### src/hdl/msra_pkg.sv
`timescale 1ns / 1ps

package msra_pkg;

  localparam int unsigned OpW     = 3;
  localparam int unsigned StW     = 3;
  localparam int unsigned AddrW   = 16;
  localparam int unsigned ValW    = 24;
  localparam int unsigned ByteW   = 8;
  localparam int unsigned InDataW = 56;
  localparam int unsigned OutDataW = 40;
  localparam int unsigned QDepth  = 4;
  localparam int unsigned QAw     = 2;

  localparam logic [OpW-1:0] OP_READ  = 3'd0;
  localparam logic [OpW-1:0] OP_WRITE = 3'd1;
  localparam logic [OpW-1:0] OP_RX    = 3'd2;
  localparam logic [OpW-1:0] OP_TICK  = 3'd3;
  localparam logic [OpW-1:0] OP_CLEAR = 3'd4;

  localparam logic [StW-1:0] ST_OK       = 3'd0;
  localparam logic [StW-1:0] ST_TIMEOUT  = 3'd1;
  localparam logic [StW-1:0] ST_BADCODE  = 3'd2;
  localparam logic [StW-1:0] ST_CHECKSUM = 3'd3;
  localparam logic [StW-1:0] ST_LOCKED   = 3'd4;
  localparam logic [StW-1:0] ST_BUSY     = 3'd5;

  localparam logic [0:0] CFG_TIMEOUT = 1'd0;
  localparam logic [0:0] CFG_LIMIT   = 1'd1;

  localparam logic [ByteW-1:0] HDR_BYTE    = 8'hAA;
  localparam logic [ByteW-1:0] SEL_ADDR    = 8'hA3;
  localparam logic [ByteW-1:0] OPC_READ    = 8'hE3;
  localparam logic [ByteW-1:0] OPC_WRITE   = 8'hD3;
  localparam logic [ByteW-1:0] ACK_NODATA  = 8'hAD;
  localparam logic [ByteW-1:0] LEN_READ    = 8'd7;
  localparam logic [ByteW-1:0] LEN_WRITE   = 8'd10;

  // one queued job: a request frame or a completion
  typedef struct packed {
    logic              is_frame;
    logic              is_write;
    logic [AddrW-1:0]  addr;
    logic [ValW-1:0]   data;
    logic [StW-1:0]    status;
  } job_t;

endpackage

### src/hdl/msra_queue.sv
`timescale 1ns / 1ps

module msra_queue
  import msra_pkg::*;
(
  input  logic clk,
  input  logic rst,
  input  logic push,
  input  job_t push_job,
  output logic full,
  input  logic pop,
  output logic head_valid,
  output job_t head
);

  job_t slots [QDepth];
  logic [QAw-1:0] wr_ptr;
  logic [QAw-1:0] rd_ptr;
  logic [QAw:0]   count;

  assign full       = (count == (QAw+1)'(QDepth));
  assign head_valid = (count != '0);
  assign head       = slots[rd_ptr];

  always_ff @(posedge clk) begin
    if (push) begin
      slots[wr_ptr] <= push_job;
    end
  end

  always_ff @(posedge clk) begin
    if (rst) begin
      wr_ptr <= '0;
      rd_ptr <= '0;
      count  <= '0;
    end else begin
      if (push) begin
        wr_ptr <= wr_ptr + 1'b1;
      end
      if (pop) begin
        rd_ptr <= rd_ptr + 1'b1;
      end
      case ({push, pop})
        2'b10:   count <= count + 1'b1;
        2'b01:   count <= count - 1'b1;
        default: count <= count;
      endcase
    end
  end

endmodule

### src/hdl/msra_front.sv
`timescale 1ns / 1ps

module msra_front
  import msra_pkg::*;
(
  input  logic               clk,
  input  logic               rst,
  input  logic               cfg_we,
  input  logic [0:0]         cfg_index,
  input  logic [15:0]        cfg_data,
  input  logic               accept,
  input  logic [OpW-1:0]     operation,
  input  logic [AddrW-1:0]   address,
  input  logic [ValW-1:0]    write_value,
  input  logic [ByteW-1:0]   rx_byte,
  input  logic               take_magnitude,
  output logic               push,
  output job_t               push_job
);

  localparam logic [1:0] PH_IDLE  = 2'd0;
  localparam logic [1:0] PH_READ  = 2'd1;
  localparam logic [1:0] PH_WRITE = 2'd2;

  logic [15:0]      timeout_ticks;
  logic [7:0]       error_limit;
  logic [1:0]       phase, phase_next;
  logic [2:0]       byte_count, byte_count_next;
  logic [7:0]       running_sum, running_sum_next;
  logic [15:0]      tick_count, tick_count_next;
  logic [7:0]       error_count, error_count_next;
  logic             magnitude_pending, magnitude_pending_next;
  logic [ByteW-1:0] code_byte;
  logic [ValW-1:0]  reply_value;
  logic             store_code, store_val;
  logic [1:0]       val_sel;
  logic [15:0]      tick_inc;
  logic [ValW-1:0]  mag_value;
  logic             cmd_start;

  always_comb begin
    tick_inc  = (tick_count != 16'hFFFF) ? tick_count + 16'd1 : tick_count;
    mag_value = (magnitude_pending && reply_value[ValW-1]) ? ValW'(0 - reply_value)
                                                           : reply_value;
  end

  always_comb begin
    phase_next             = phase;
    byte_count_next        = byte_count;
    running_sum_next       = running_sum;
    tick_count_next        = tick_count;
    error_count_next       = error_count;
    magnitude_pending_next = magnitude_pending;
    store_code             = 1'b0;
    store_val              = 1'b0;
    val_sel                = 2'(byte_count - 3'd2);
    cmd_start              = 1'b0;
    push                   = 1'b0;
    push_job               = '0;
    if (accept) begin
      case (operation)
        OP_READ, OP_WRITE: begin
          push = 1'b1;
          if (phase != PH_IDLE) begin
            push_job.status = ST_BUSY;
          end else if (error_count >= error_limit) begin
            push_job.status = ST_LOCKED;
          end else begin
            cmd_start              = 1'b1;
            phase_next             = (operation == OP_WRITE) ? PH_WRITE : PH_READ;
            magnitude_pending_next = (operation == OP_READ) && take_magnitude;
            push_job.is_frame      = 1'b1;
            push_job.is_write      = (operation == OP_WRITE);
            push_job.addr          = address;
            push_job.data          = write_value;
          end
        end
        OP_RX: begin
          if (phase == PH_WRITE) begin
            cmd_start       = 1'b1;
            phase_next      = PH_IDLE;
            push            = 1'b1;
            push_job.status = (rx_byte == ACK_NODATA) ? ST_OK : ST_BADCODE;
          end else if (phase == PH_READ) begin
            if (byte_count < 3'd5) begin
              store_code       = (byte_count == 3'd0);
              store_val        = (byte_count >= 3'd2);
              running_sum_next = running_sum + rx_byte;
              byte_count_next  = byte_count + 3'd1;
            end else begin
              cmd_start  = 1'b1;
              phase_next = PH_IDLE;
              push       = 1'b1;
              if (code_byte != HDR_BYTE) begin
                push_job.status = ST_BADCODE;
              end else begin
                error_count_next = '0;
                if (rx_byte != 8'(0 - running_sum)) begin
                  push_job.status = ST_CHECKSUM;
                end else begin
                  push_job.status = ST_OK;
                  push_job.data   = mag_value;
                end
              end
            end
          end
        end
        OP_TICK: begin
          if (phase != PH_IDLE) begin
            tick_count_next = tick_inc;
            if (tick_inc >= timeout_ticks) begin
              if (phase == PH_READ && error_count != 8'hFF) begin
                error_count_next = error_count + 8'd1;
              end
              cmd_start       = 1'b1;
              phase_next      = PH_IDLE;
              push            = 1'b1;
              push_job.status = ST_TIMEOUT;
            end
          end
        end
        OP_CLEAR: begin
          error_count_next = '0;
        end
        default: begin
        end
      endcase
      // command start or finish both clear the per-command state
      if (cmd_start) begin
        byte_count_next  = '0;
        running_sum_next = '0;
        tick_count_next  = '0;
        if (phase_next == PH_IDLE) begin
          magnitude_pending_next = 1'b0;
        end
      end
    end
  end

  always_ff @(posedge clk) begin
    if (store_code) begin
      code_byte <= rx_byte;
    end
    if (store_val) begin
      reply_value[8*val_sel +: 8] <= rx_byte;
    end
  end

  always_ff @(posedge clk) begin
    if (rst) begin
      timeout_ticks     <= 16'd100;
      error_limit       <= 8'd80;
      phase             <= PH_IDLE;
      byte_count        <= '0;
      running_sum       <= '0;
      tick_count        <= '0;
      error_count       <= '0;
      magnitude_pending <= 1'b0;
    end else begin
      if (cfg_we) begin
        case (cfg_index)
          CFG_TIMEOUT: timeout_ticks <= cfg_data;
          CFG_LIMIT:   error_limit   <= cfg_data[7:0];
          default:     timeout_ticks <= timeout_ticks;
        endcase
      end
      phase             <= phase_next;
      byte_count        <= byte_count_next;
      running_sum       <= running_sum_next;
      tick_count        <= tick_count_next;
      error_count       <= error_count_next;
      magnitude_pending <= magnitude_pending_next;
    end
  end

endmodule

### src/hdl/msra_back.sv
`timescale 1ns / 1ps

module msra_back
  import msra_pkg::*;
(
  input  logic                clk,
  input  logic                rst,
  input  logic                head_valid,
  input  job_t                head,
  output logic                pop,
  output logic                m_tvalid,
  input  logic                m_tready,
  output logic [OutDataW-1:0] m_tdata,
  output logic                m_tuser,
  output logic                m_tlast
);

  logic [3:0]       idx;
  logic [ByteW-1:0] sum;
  logic [3:0]       last_idx;
  logic             frame_last;
  logic             word_last;
  logic [ByteW-1:0] tx;
  logic             load;

  always_comb begin
    last_idx   = head.is_write ? 4'd9 : 4'd6;
    frame_last = (idx == last_idx);
    word_last  = !head.is_frame || frame_last;
    case (idx)
      4'd0:    tx = HDR_BYTE;
      4'd1:    tx = head.is_write ? LEN_WRITE : LEN_READ;
      4'd2:    tx = SEL_ADDR;
      4'd3:    tx = head.addr[7:0];
      4'd4:    tx = head.addr[15:8];
      4'd5:    tx = head.is_write ? OPC_WRITE : OPC_READ;
      4'd6:    tx = head.data[7:0];
      4'd7:    tx = head.data[15:8];
      4'd8:    tx = head.data[23:16];
      default: tx = '0;
    endcase
    if (frame_last) begin
      tx = 8'(0 - sum);
    end
    load = head_valid && (!m_tvalid || m_tready);
    pop  = load && word_last;
  end

  always_ff @(posedge clk) begin
    if (load) begin
      m_tuser <= !head.is_frame;
      m_tlast <= word_last;
      if (head.is_frame) begin
        m_tdata <= {5'b0, {ValW{1'b0}}, ST_OK, tx};
      end else begin
        m_tdata <= {5'b0, head.data, head.status, {ByteW{1'b0}}};
      end
    end
  end

  always_ff @(posedge clk) begin
    if (rst) begin
      m_tvalid <= 1'b0;
      idx      <= '0;
      sum      <= '0;
    end else begin
      if (load) begin
        m_tvalid <= 1'b1;
      end else if (m_tready) begin
        m_tvalid <= 1'b0;
      end
      if (load) begin
        if (word_last) begin
          idx <= '0;
          sum <= '0;
        end else begin
          idx <= idx + 4'd1;
          sum <= sum + tx;
        end
      end
    end
  end

endmodule

### src/hdl/meter_serial_register_access_unit.sv
`timescale 1ns / 1ps
// Each accepted command or completion is queued as a job, then its words are registered out.
// One input word per cycle unless full; one output word per cycle unless m_tready is low.
// A 4-deep job queue parts the input decoder from the frame serialiser; input stalls when full.
// Reset (rst, synchronous, active high): idle, counts cleared, timeout 100, error limit 80.

module meter_serial_register_access_unit
  import msra_pkg::*;
(
  input  logic                clk,
  input  logic                rst,
  input  logic                cfg_we,
  input  logic [0:0]          cfg_index,
  input  logic [15:0]         cfg_data,
  input  logic                s_tvalid,
  output logic                s_tready,
  // address[15:0], write_value[39:16], rx_byte[47:40], take_magnitude[48], zero pad
  input  logic [InDataW-1:0]  s_tdata,
  // operation
  input  logic [OpW-1:0]      s_tuser,
  output logic                m_tvalid,
  input  logic                m_tready,
  // tx_byte[7:0], status[10:8], read_value[34:11], zero pad
  output logic [OutDataW-1:0] m_tdata,
  // kind
  output logic                m_tuser,
  output logic                m_tlast
);

  logic accept;
  logic push, pop, full, head_valid;
  job_t push_job, head;

  assign s_tready = !full;
  assign accept   = s_tvalid && s_tready;

  msra_front u_front (
    .clk            (clk),
    .rst            (rst),
    .cfg_we         (cfg_we),
    .cfg_index      (cfg_index),
    .cfg_data       (cfg_data),
    .accept         (accept),
    .operation      (s_tuser),
    .address        (s_tdata[15:0]),
    .write_value    (s_tdata[39:16]),
    .rx_byte        (s_tdata[47:40]),
    .take_magnitude (s_tdata[48]),
    .push           (push),
    .push_job       (push_job)
  );

  msra_queue u_queue (
    .clk        (clk),
    .rst        (rst),
    .push       (push),
    .push_job   (push_job),
    .full       (full),
    .pop        (pop),
    .head_valid (head_valid),
    .head       (head)
  );

  msra_back u_back (
    .clk        (clk),
    .rst        (rst),
    .head_valid (head_valid),
    .head       (head),
    .pop        (pop),
    .m_tvalid   (m_tvalid),
    .m_tready   (m_tready),
    .m_tdata    (m_tdata),
    .m_tuser    (m_tuser),
    .m_tlast    (m_tlast)
  );

endmodule

### config.mk
export PLATFORM = sky130hd
export DESIGN_NAME = meter_serial_register_access_unit
export DESIGN_NICKNAME = d
export VERILOG_FILES = /design/src/hdl/msra_pkg.sv /design/src/hdl/msra_queue.sv /design/src/hdl/msra_front.sv /design/src/hdl/msra_back.sv /design/src/hdl/meter_serial_register_access_unit.sv
export SDC_FILE = /design/constraint.sdc
export NUM_CORES = 1
export LEC_CHECK = 0
export BUFFER_PORTS_ARGS = -buffer_cell sky130_fd_sc_hd__buf_2
export CELL_PAD_IN_SITES_DETAIL_PLACEMENT = 1
export CELL_PAD_IN_SITES_GLOBAL_PLACEMENT = 2
export CORE_MARGIN = 2
export CORE_UTILIZATION = 42
export CTS_CLUSTER_DIAMETER = 50
export DETAILED_ROUTE_END_ITERATION = 12
export GPL_ROUTABILITY_DRIVEN = 0
export HOLD_SLACK_MARGIN = 0.1
export PLACE_DENSITY = 0.89
export SYNTH_ARGS = -nofsm -noshare
export SYNTH_HDL_FRONTEND = slang
export SYNTH_SLANG_ARGS = --single-unit
### constraint.sdc
create_clock -name clk -period 6.4 [get_ports clk]
set_input_delay 0.32 -clock clk [delete_from_list [all_inputs] [get_ports clk]]
set_output_delay 0.32 -clock clk [all_outputs]
set_load 0.01 [all_outputs]
==> results.txt, run 1 <==
Status - finished, final reports clean
Vias in the first global route - 11809
IO Pins - 125
Worst-path clk slew - 60 ps
Total power - 6.16 mW
EDFF count, synth - 249
Hold Vio Cnt, Final - 0
Gate Count Post-Synth - 1315
Max_slew headroom - 0.199
Dpl hpwl - 30.5 mm
Clock buffer depth - 3
Fmax - 182 MHz
Fin cells - 1993
Cell Area, Placed - 17100 um2
# setup viols final - 0
Seq/Total Area, Yosys - 0.571
Fin crit share - 0.859
Initial antenna violation count - 2
First-pass GRT wire length - 66.0 mm
CTS tree - done
Worst Hold Class - in2reg
DR vias/cell - 5.62
Synth top area share - 0.466
Pre-antenna DRT Iters - 5
Async SR Flop Fraction - 0
Area delta synth->final - 16.5%
CP Launch Type - flop
Worst Skew - 32.7 ps
Total number of vias - 11196
Synth top area cells - edfxtp_1 47%, dfxtp_1 10%, mux4_2 6.2%
Arrival time at the worst endpoint - 5940 ps
Critical Path RT - 6850 ps
Design area - 18700 um2
Count of final max-slew check failures - 0
Worst Tran Pin Value - 1170 ps
Core area - 37700 um2
Worst setup margin - 902 ps
RSZ-0062 raised after global routing - false
Synthesis-stage register bit count - 333
Setup TNS - 0 ps
Mapped Area - 16000 um2
Row Count - 71
Fillcell total - 3945
Drt total wl - 42.7 mm
PortBufs - 112
Setup crit end kind - flop
Sink Count - 333
Worst skew pair latency - 550 ps
Final worst path period need - 5500 ps
Number of H-tree levels - 2
Yosys top cell by area - edfxtp_1
DIE AREA - 39800 um2
1st-iter DRT viols - 620
Ratio of cells with drive above 1 in the final layout - 0.176
Max_cap viols - 0
Prevailing post-synth register cell - edfxtp_1
Power Density - 329 nW/um2
ANT nets after route - 0
Utilization after layout - 0.497
Fin nets - 1587
Synth unique cells - 79
Worst slack, placed - 941 ps
Die Wd - 199 um
Fin Hold WS - 131 ps
Grt ovf - 0
Total GRT Usage - 0.217
Maximum net fanout on the critical path - 7
Dpl cells - 1892
Initial core utilization - 0.426
Num CTS Buffers - 41
Syn Area/Cell - 12.2 um2
Clock Root Buffer - clkbuf_16
Routed len/inst - 21.4 um
DR DRC count - 0
Critical path class - reg2reg
VDD IR max - 0.171 mV
Syn. warnings - 0
Largest net degree at the start of global routing - 76
Die Y - 199 um
Pleak - 6.68 nW
report_power, final:
part	switching [mW]	total, mW	internal [mW]
combinational	0.721	1.21	0.493
clock	0.956	2.30	1.35
sequential	0.0990	2.64	2.54
final cells by class:
cell class                 count  area, um2  share of cell area
tap                          511        639              0.0342
clock buffer                  48       1070              0.0574
clock inverter                28        273              0.0146
antenna                        4       10.0            0.000535
multi-input combinational    856       6380               0.341
sequential                   333       9160               0.490
inverter                      65        244              0.0130
timing repair buffer         148        921              0.0492
synthesized netlist by cell type (9+ instances only):
library cell,instances
edfxtp_1,249
a21o_1,11
a211oi_1,12
nand2_1,97
and2_1,70
clkbuf_1,43
ha_1,58
nand2b_1,15
or3_1,10
nand3_1,36
nor2_1,78
buf_2,9
mux4_2,44
o21ai_0,36
nor4_1,15
a22oi_1,13
nand4_1,14
nor2b_1,14
inv_1,64
o2bb2ai_1,24
and3_1,26
nor3_1,19
xnor2_1,38
a21oi_1,82
dfxtp_1,84
xor2_1,26
critical path, stage by stage, from the launching register on:
cell and delay, ps:
dfxtp_1 440, nand4_1 300, nor3_1 580, and3_1 360, nor2_1 190, nand3_1 180, xnor2_1 140, ha_1 260
a21oi_1 150, nor2_1 50, a211oi_1 460, o211ai_1 260, nand2_1 290, a21boi_1 250, inv_1 140, ha_1 210
inv_1 70, fa_1 380, xor2_1 160, or3_1 330, a21oi_1 190
cells by family after synthesis:
kind of cell	count (synthesis)	synth area share
compound gates	242	0.101
xor+xnor	64	0.0349
fa+ha+maj	61	0.0490
buf+inv	130	0.0338
flops	333	0.571
mux	58	0.0709
other cells	1	0.000234
simple gates	426	0.140
layer usage:
| layer | routed length (um) | GRT usage | up-vias |
|---|---|---|---|
| met1 | 17300 | 0.263 | 5600 |
| met3 | 2230 | 0.0393 | 95 |
| li1 | - | - | 5159 |
| met4 | 1370 | 0.0820 | 2 |
| met5 | 13 | 0 | - |
| met2 | 21800 | 0.383 | 340 |
state kept, by name, indices dropped and copies added (netlist names), named ones only:
| register | flops |
|---|---|
| u_back.m_tlast | 1 |
| u_front.byte_count | 3 |
| u_queue.rd_ptr | 2 |
| u_back.m_tdata | 35 |
| u_front.timeout_ticks | 16 |
| u_front.magnitude_pending | 1 |
| u_front.tick_count | 16 |
| u_front.code_byte | 8 |
| u_back.m_tuser | 1 |
| u_queue.count | 3 |
| u_queue.slots | 180 |
| u_front.error_limit | 8 |
| u_back.idx | 4 |
| u_front.reply_value | 24 |
| u_front.error_count | 8 |
| u_front.running_sum | 8 |
| u_front.phase | 2 |
| u_back.m_tvalid | 1 |
| u_queue.wr_ptr | 2 |
| u_back.sum | 8 |
worst paths after layout:
kind	startpoint	end	slack, ps	depth (start not counted)
min	s_tdata[41]	u_front.code_byte[1]	130	1
max	u_front.tick_count[4]	u_queue.count[2]	900	20
max reg2reg	u_front.tick_count[4]	u_queue.count[2]	900	20
min reg2reg	u_front.timeout_ticks[14]	u_front.timeout_ticks[14]	450	2
repair_timing:
item	in CTS	in global routing
hold endpoints to repair	29	0
resized for setup	0	0
buffers inserted	0	0
hold buffers	21	0
cell usage in the layout (no fill, tap or decap), types with 5 or more instances in the layout:
| cell | count |
|---|---|
| o31ai_1 | 6 |
| nor2_1 | 77 |
| a21o_1 | 11 |
| mux2_2 | 6 |
| a31oi_1 | 8 |
| a21oi_1 | 82 |
| buf_2 | 112 |
| nor3_1 | 19 |
| nand4_1 | 14 |
| nor2b_1 | 14 |
| conb_1 | 5 |
| nor4_1 | 15 |
| a211oi_1 | 11 |
| inv_1 | 63 |
| dfxtp_1 | 82 |
| dlygate4sd3_1 | 21 |
| edfxtp_1 | 249 |
| clkbuf_1 | 6 |
| nand2b_1 | 15 |
| and3_1 | 26 |
| buf_4 | 12 |
| ha_1 | 58 |
| clkinv_1 | 8 |
| clkbuf_16 | 42 |
| mux2i_1 | 8 |
| mux4_2 | 44 |
| xnor2_1 | 38 |
| nand2_1 | 97 |
| nand3b_1 | 7 |
| and2_1 | 66 |
| nand3_1 | 36 |
| o21ai_0 | 36 |
| o2bb2ai_1 | 24 |
| o21a_1 | 6 |
| a22oi_1 | 13 |
| xor2_1 | 26 |
| or3_1 | 10 |
(Power assumes the default switching activity.)
==> run 2: changes to the inputs <==
Settings changed: RECOVER_POWER from default to 50.
==> run 2 against run 1 <==
Compared with the run above: the flow now finishes with violations (max-capacitance violations, max-slew violations); critical path depth is the same; maximum frequency is 0.90% lower; sequential power barely moved; core utilization shrank 0.30 points; die area unchanged; clock skew shrank 0.84 ps; sequential cell count did not move; critical endpoint unchanged.
==> results.txt, run 2 (same netlist as run 1, synthesis figures left out) <==
Vias in the first global route - 11809
Die Wd - 199 um
Dpl hpwl - 30.5 mm
Worst-path clk slew - 60 ps
DIE AREA - 39800 um2
ANT nets after route - 0
Number of H-tree levels - 2
Commonest non-fill, non-tap cells in the layout - 249 x edfxtp_1, 97 x nand2_1, 83 x dfxtp_1, 82 x a21oi_1, 78 x nor2_1
1st-iter DRT viols - 626
Largest net degree at the start of global routing - 76
Setup crit end kind - flop
Dpl cells - 1892
CTS tree - done
Area delta synth->final - 15.8%
Worst Skew - 31.8 ps
DR vias/cell - 5.62
Count of final max-slew check failures - 147
Row Count - 71
CP Launch Type - flop
Routed len/inst - 21.5 um
Pre-antenna DRT Iters - 5
Cell family with most CP delay - simple AND/OR/NAND/NOR gates
Status - finished with violations
Critical Path RT - 6800 ps
Final worst path period need - 5550 ps
IO Pins - 125
Worst skew pair latency - 550 ps
Critical path depth - 20
Commonest non-fill, non-tap cell in the layout - edfxtp_1
Sink Count - 333
Maximum net fanout on the critical path - 7
Max incr delay on CP - 580 ps
# setup viols final - 0
CP Buf/Inv Count - 2
DR DRC count - 0
Register name with the most flops - u_queue.slots
Max_slew headroom - -1.55
Clock Root Buffer - clkbuf_16
Clock buffer depth - 3
Max_cap viols - 3
Fin crit share - 0.867
R2r setup slk - 850 ps
RSZ-0062 raised after global routing - false
Hold Path Cell Cnt - 2
Arrival time at the worst endpoint - 5940 ps
Power Density - 329 nW/um2
Setup TNS - 0 ps
Worst Tran Pin Value - 3820 ps
CP max-delay cell - nor3_1
Post-CTS resize count - 0
Hold_buf cts - 21
Num CTS Buffers - 41
Pleak - 6.48 nW
Initial antenna violation count - 2
Critical path class - reg2reg
Die Y - 199 um
Initial core utilization - 0.426
# Post-CTS Setup Buffers - 0
CP Cell Sequence - nand4_1 -> nor3_1 -> and3_1 -> nor2_1 -> nand3_1 -> xnor2_1 -> ha_1 -> a21oi_1 -> nor2_1 -> a211oi_1 -> o211ai_1 -> nand2_1 -> a21boi_1 -> inv_1 -> ha_1 -> inv_1 -> fa_1 -> xor2_1 -> or3_1 -> a21oi_1
Total GRT Usage - 0.217
First-pass GRT wire length - 66.0 mm
PortBufs - 112
Core area - 37700 um2
Fin nets - 1587
Drt total wl - 42.7 mm
Total number of vias - 11192
Failing checks - max-capacitance violations, max-slew violations
Grt ovf - 0
Fin cells - 1991
FF-to-FF path depth - 20
VDD IR max - 0.170 mV
Largest register FFs - 180
Ratio of cells with drive above 1 in the final layout - 0.137
Hold Vio Cnt, Final - 0
Worst Hold Class - in2reg
Largest regs - u_queue.slots (180), u_back.m_tdata (35), u_front.reply_value (24)
Fmax - 180 MHz
Fin Hold WS - 146 ps
-- run 2: cell count changes in the layout (fill, tap and decap cells not counted), sizes merged --
| cell | before | now |
|---|---|---|
| clkbuf | 48 | 101 |
| diode | 4 | 2 |
| buf | 127 | 74 |
-- run 2: final cells by class --
type / count / area [um2]
antenna: 2 / 5.00
inverter: 65 / 244
tap: 511 / 639
sequential: 333 / 9160
fill: 3977 / 19100
clock inverter: 28 / 273
timing repair buffer: 148 / 840
multi-input combinational: 856 / 6360
clock buffer: 48 / 1070
-- run 2: power by group --
group          internal, mW  leakage, nW  switching [mW]
registers              2.55         2.96           0.103
logic                 0.452         2.87           0.719
clock network          1.35        0.649           0.954
-- run 2: final timing paths --
path / from / to
max: u_front.tick_count[4] / u_queue.count[2]
min: s_tdata[25] / u_queue.slots[1][12]
max reg2reg: u_front.tick_count[4] / u_queue.count[2]
min reg2reg: u_front.timeout_ticks[14] / u_front.timeout_ticks[14]
-- run 2: layer usage --
layer | wire length, um | vias up | global-route usage
met5 | 13 | - | 0
met4 | 1440 | 2 | 0.0820
met3 | 2530 | 94 | 0.0393
met2 | 21800 | 348 | 0.383
met1 | 17000 | 5593 | 0.263
li1 | - | 5155 | -
-- run 2: stage by stage --
step	total power, mW	setup slack, ps	cell area [um2]	utilization
3_3_place_gp	3.84	1170	17100	0.455
4_1_cts	6.22	830	18700	0.496
2_1_floorplan	3.47	1610	16100	-
6_report	6.13	852	18600	0.494
5_1_grt	6.38	305	18600	0.493
3_5_place_dp	3.90	941	17100	0.455
==> run 3: changes to the inputs <==
Settings changed: PLACE_DENSITY 0.89 to 0.85.
==> run 3 against run 2 <==
Compared with the run above: the flow still finishes with violations (max-capacitance violations, max-slew violations); die area did not move; non-clock buffer count did not move; sequential cell count did not move; first-iteration DRC count fell by 0.80%; critical path depth fell by 8; register-to-register slack improved by 130 ps; clock skew fell by 6.6 ps; largest power group unchanged.
==> results.txt, run 3 (same netlist as run 1, synthesis figures left out) <==
Final worst path period need - 5420 ps
Worst Tran Pin Value - 3670 ps
Pre-antenna DRT Iters - 5
Worst skew pair latency - 560 ps
CP max-delay cell - dfxtp_1
Vias in the first global route - 11813
Die Y - 199 um
Commonest non-fill, non-tap cells in the layout - 249 x edfxtp_1, 97 x nand2_1, 84 x dfxtp_1, 83 x a21oi_1, 77 x nor2_1
Fin Hold WS - 126 ps
Register name with the most flops - u_queue.slots
Worst Hold Class - in2reg
Reg power frac - 0.423
Dpl hpwl - 30.0 mm
Worst setup margin - 984 ps
Fin nets - 1590
Core area - 37700 um2
Register area - 9160 um2
Count of final max-slew check failures - 142
Int Power - 4.49 mW
Max_slew headroom - -1.45
Maximum net fanout on the critical path - 18
ANT nets after route - 0
Worst slack, placed - 1100 ps
CP Cell Sequence - mux4_2 -> a21oi_1 -> o21ai_0 -> o21ai_0 -> ha_1 -> nand3_1 -> o2111ai_1 -> a21o_1 -> a21oi_1 -> nand3b_1 -> mux2_2 -> a41oi_2
Largest net degree at the start of global routing - 76
Grt ovf - 0
Clock share of power - 0.391
Fmax - 185 MHz
Row Count - 71
Total GRT Usage - 0.219
# Post-CTS Setup Buffers - 0
Worst-path clk slew - 60 ps
# setup viols final - 0
CP Buf/Inv Count - 0
CTS tree - done
Largest regs - u_queue.slots (180), u_back.m_tdata (35), u_front.reply_value (24)
Fin crit share - 0.846
Num CTS Buffers - 44
Sink Count - 333
Die Wd - 199 um
Max_cap viols - 3
CP Launch Type - flop
Setup crit end kind - flop
Clock buffer depth - 3
Max incr delay on CP - 1060 ps
IO Pins - 125
Fillcell total - 3985
Gate power share - 0.186
Initial antenna violation count - 0
Dpl cells - 1893
NetSw - 1.79 mW
Multi-input logic area - 6350 um2
Routed len/inst - 21.3 um
Number of H-tree levels - 2
Setup TNS - 0 ps
Largest register FFs - 180
Initial core utilization - 0.426
Total power - 6.28 mW
Ratio of cells with drive above 1 in the final layout - 0.142
Area delta synth->final - 16.6%
DR DRC count - 0
Total number of vias - 11088
Cell Area, Placed - 17200 um2
RSZ-0062 raised after global routing - false
Switching share of power - 0.285
VDD IR max - 0.194 mV
Worst Skew - 25.3 ps
DIE AREA - 39800 um2
PortBufs - 112
Commonest non-fill, non-tap cell in the layout - edfxtp_1
Utilization after layout - 0.497
First-pass GRT wire length - 66.8 mm
Post-CTS resize count - 0
ANT cells - 0
Failing checks - max-capacitance violations, max-slew violations
Critical Path RT - 6620 ps
Cell family with most CP delay - compound AO/OA/AOI/OAI gates
Design area - 18700 um2
Status - finished with violations
Power Density - 335 nW/um2
DR vias/cell - 5.56
Hold Vio Cnt, Final - 0
Arrival time at the worst endpoint - 5640 ps
Pleak - 6.54 nW
Drt total wl - 42.6 mm
Critical path class - reg2reg
Clock Root Buffer - clkbuf_16
Fin cells - 1995
1st-iter DRT viols - 621
-- run 3: cell types whose count changed in the layout (fill, tap and decap cells not counted), moves of 2 or more --
cell	before	now
clkbuf_16	42	45
clkbuf_8	0	2
clkinv_1	8	6
clkinv_2	4	6
clkinv_4	2	4
diode_2	2	0
-- run 3: timing repair --
| item | 4_1_cts | 5_1_grt |
|---|---|---|
| hold buffers | 20 | 0 |
| endpoints found under the hold margin | 28 | 0 |
| setup endpoints to repair | 0 | 0 |
-- run 3: worst min-delay path: stages --
cell and delay [ps]:
buf_2 110, nor2b_1 70, nand2_1 70, a21oi_1 50
-- run 3: final timing paths --
kind	startpoint	endpoint	slack, ps	cells after the start
worst min-delay path	cfg_index	u_front.timeout_ticks[8]	130	4
worst max register to register	flop	u_back.sum[7]	980	12
worst max-delay path	flop	u_back.sum[7]	980	12
worst min register to register	u_front.error_limit[3]	u_front.error_limit[3]	450	2
-- run 3: area by class of cell --
class / count / area share
Clock buffer: 53 / 0.0629
Clock inverter: 29 / 0.0156
Inverter: 65 / 0.0130
Multi-Input combinational cell: 856 / 0.339
Sequential cell: 333 / 0.490
Tap cell: 511 / 0.0342
Timing Repair Buffer: 148 / 0.0454
-- run 3: power groups by stage --
stage / Clock, mW / Combinational [mW] / Sequential [mW]
CTS: 2.49 / 1.22 / 2.65
floorplan: 0 / 0.753 / 2.71
global placement: 0 / 1.17 / 2.68
global route: 2.58 / 1.28 / 2.68
detailed placement: 0 / 1.21 / 2.70
finish: 2.45 / 1.16 / 2.66
-- run 3: routing by layer --
| layer | wire [um] | vias to the layer above | global-route usage |
|---|---|---|---|
| met5 | 0 | - | 0 |
| met4 | 1400 | 0 | 0.0804 |
| met3 | 1880 | 91 | 0.0326 |
| met2 | 21100 | 304 | 0.379 |
| met1 | 18200 | 5538 | 0.278 |
| li1 | - | 5155 | - |
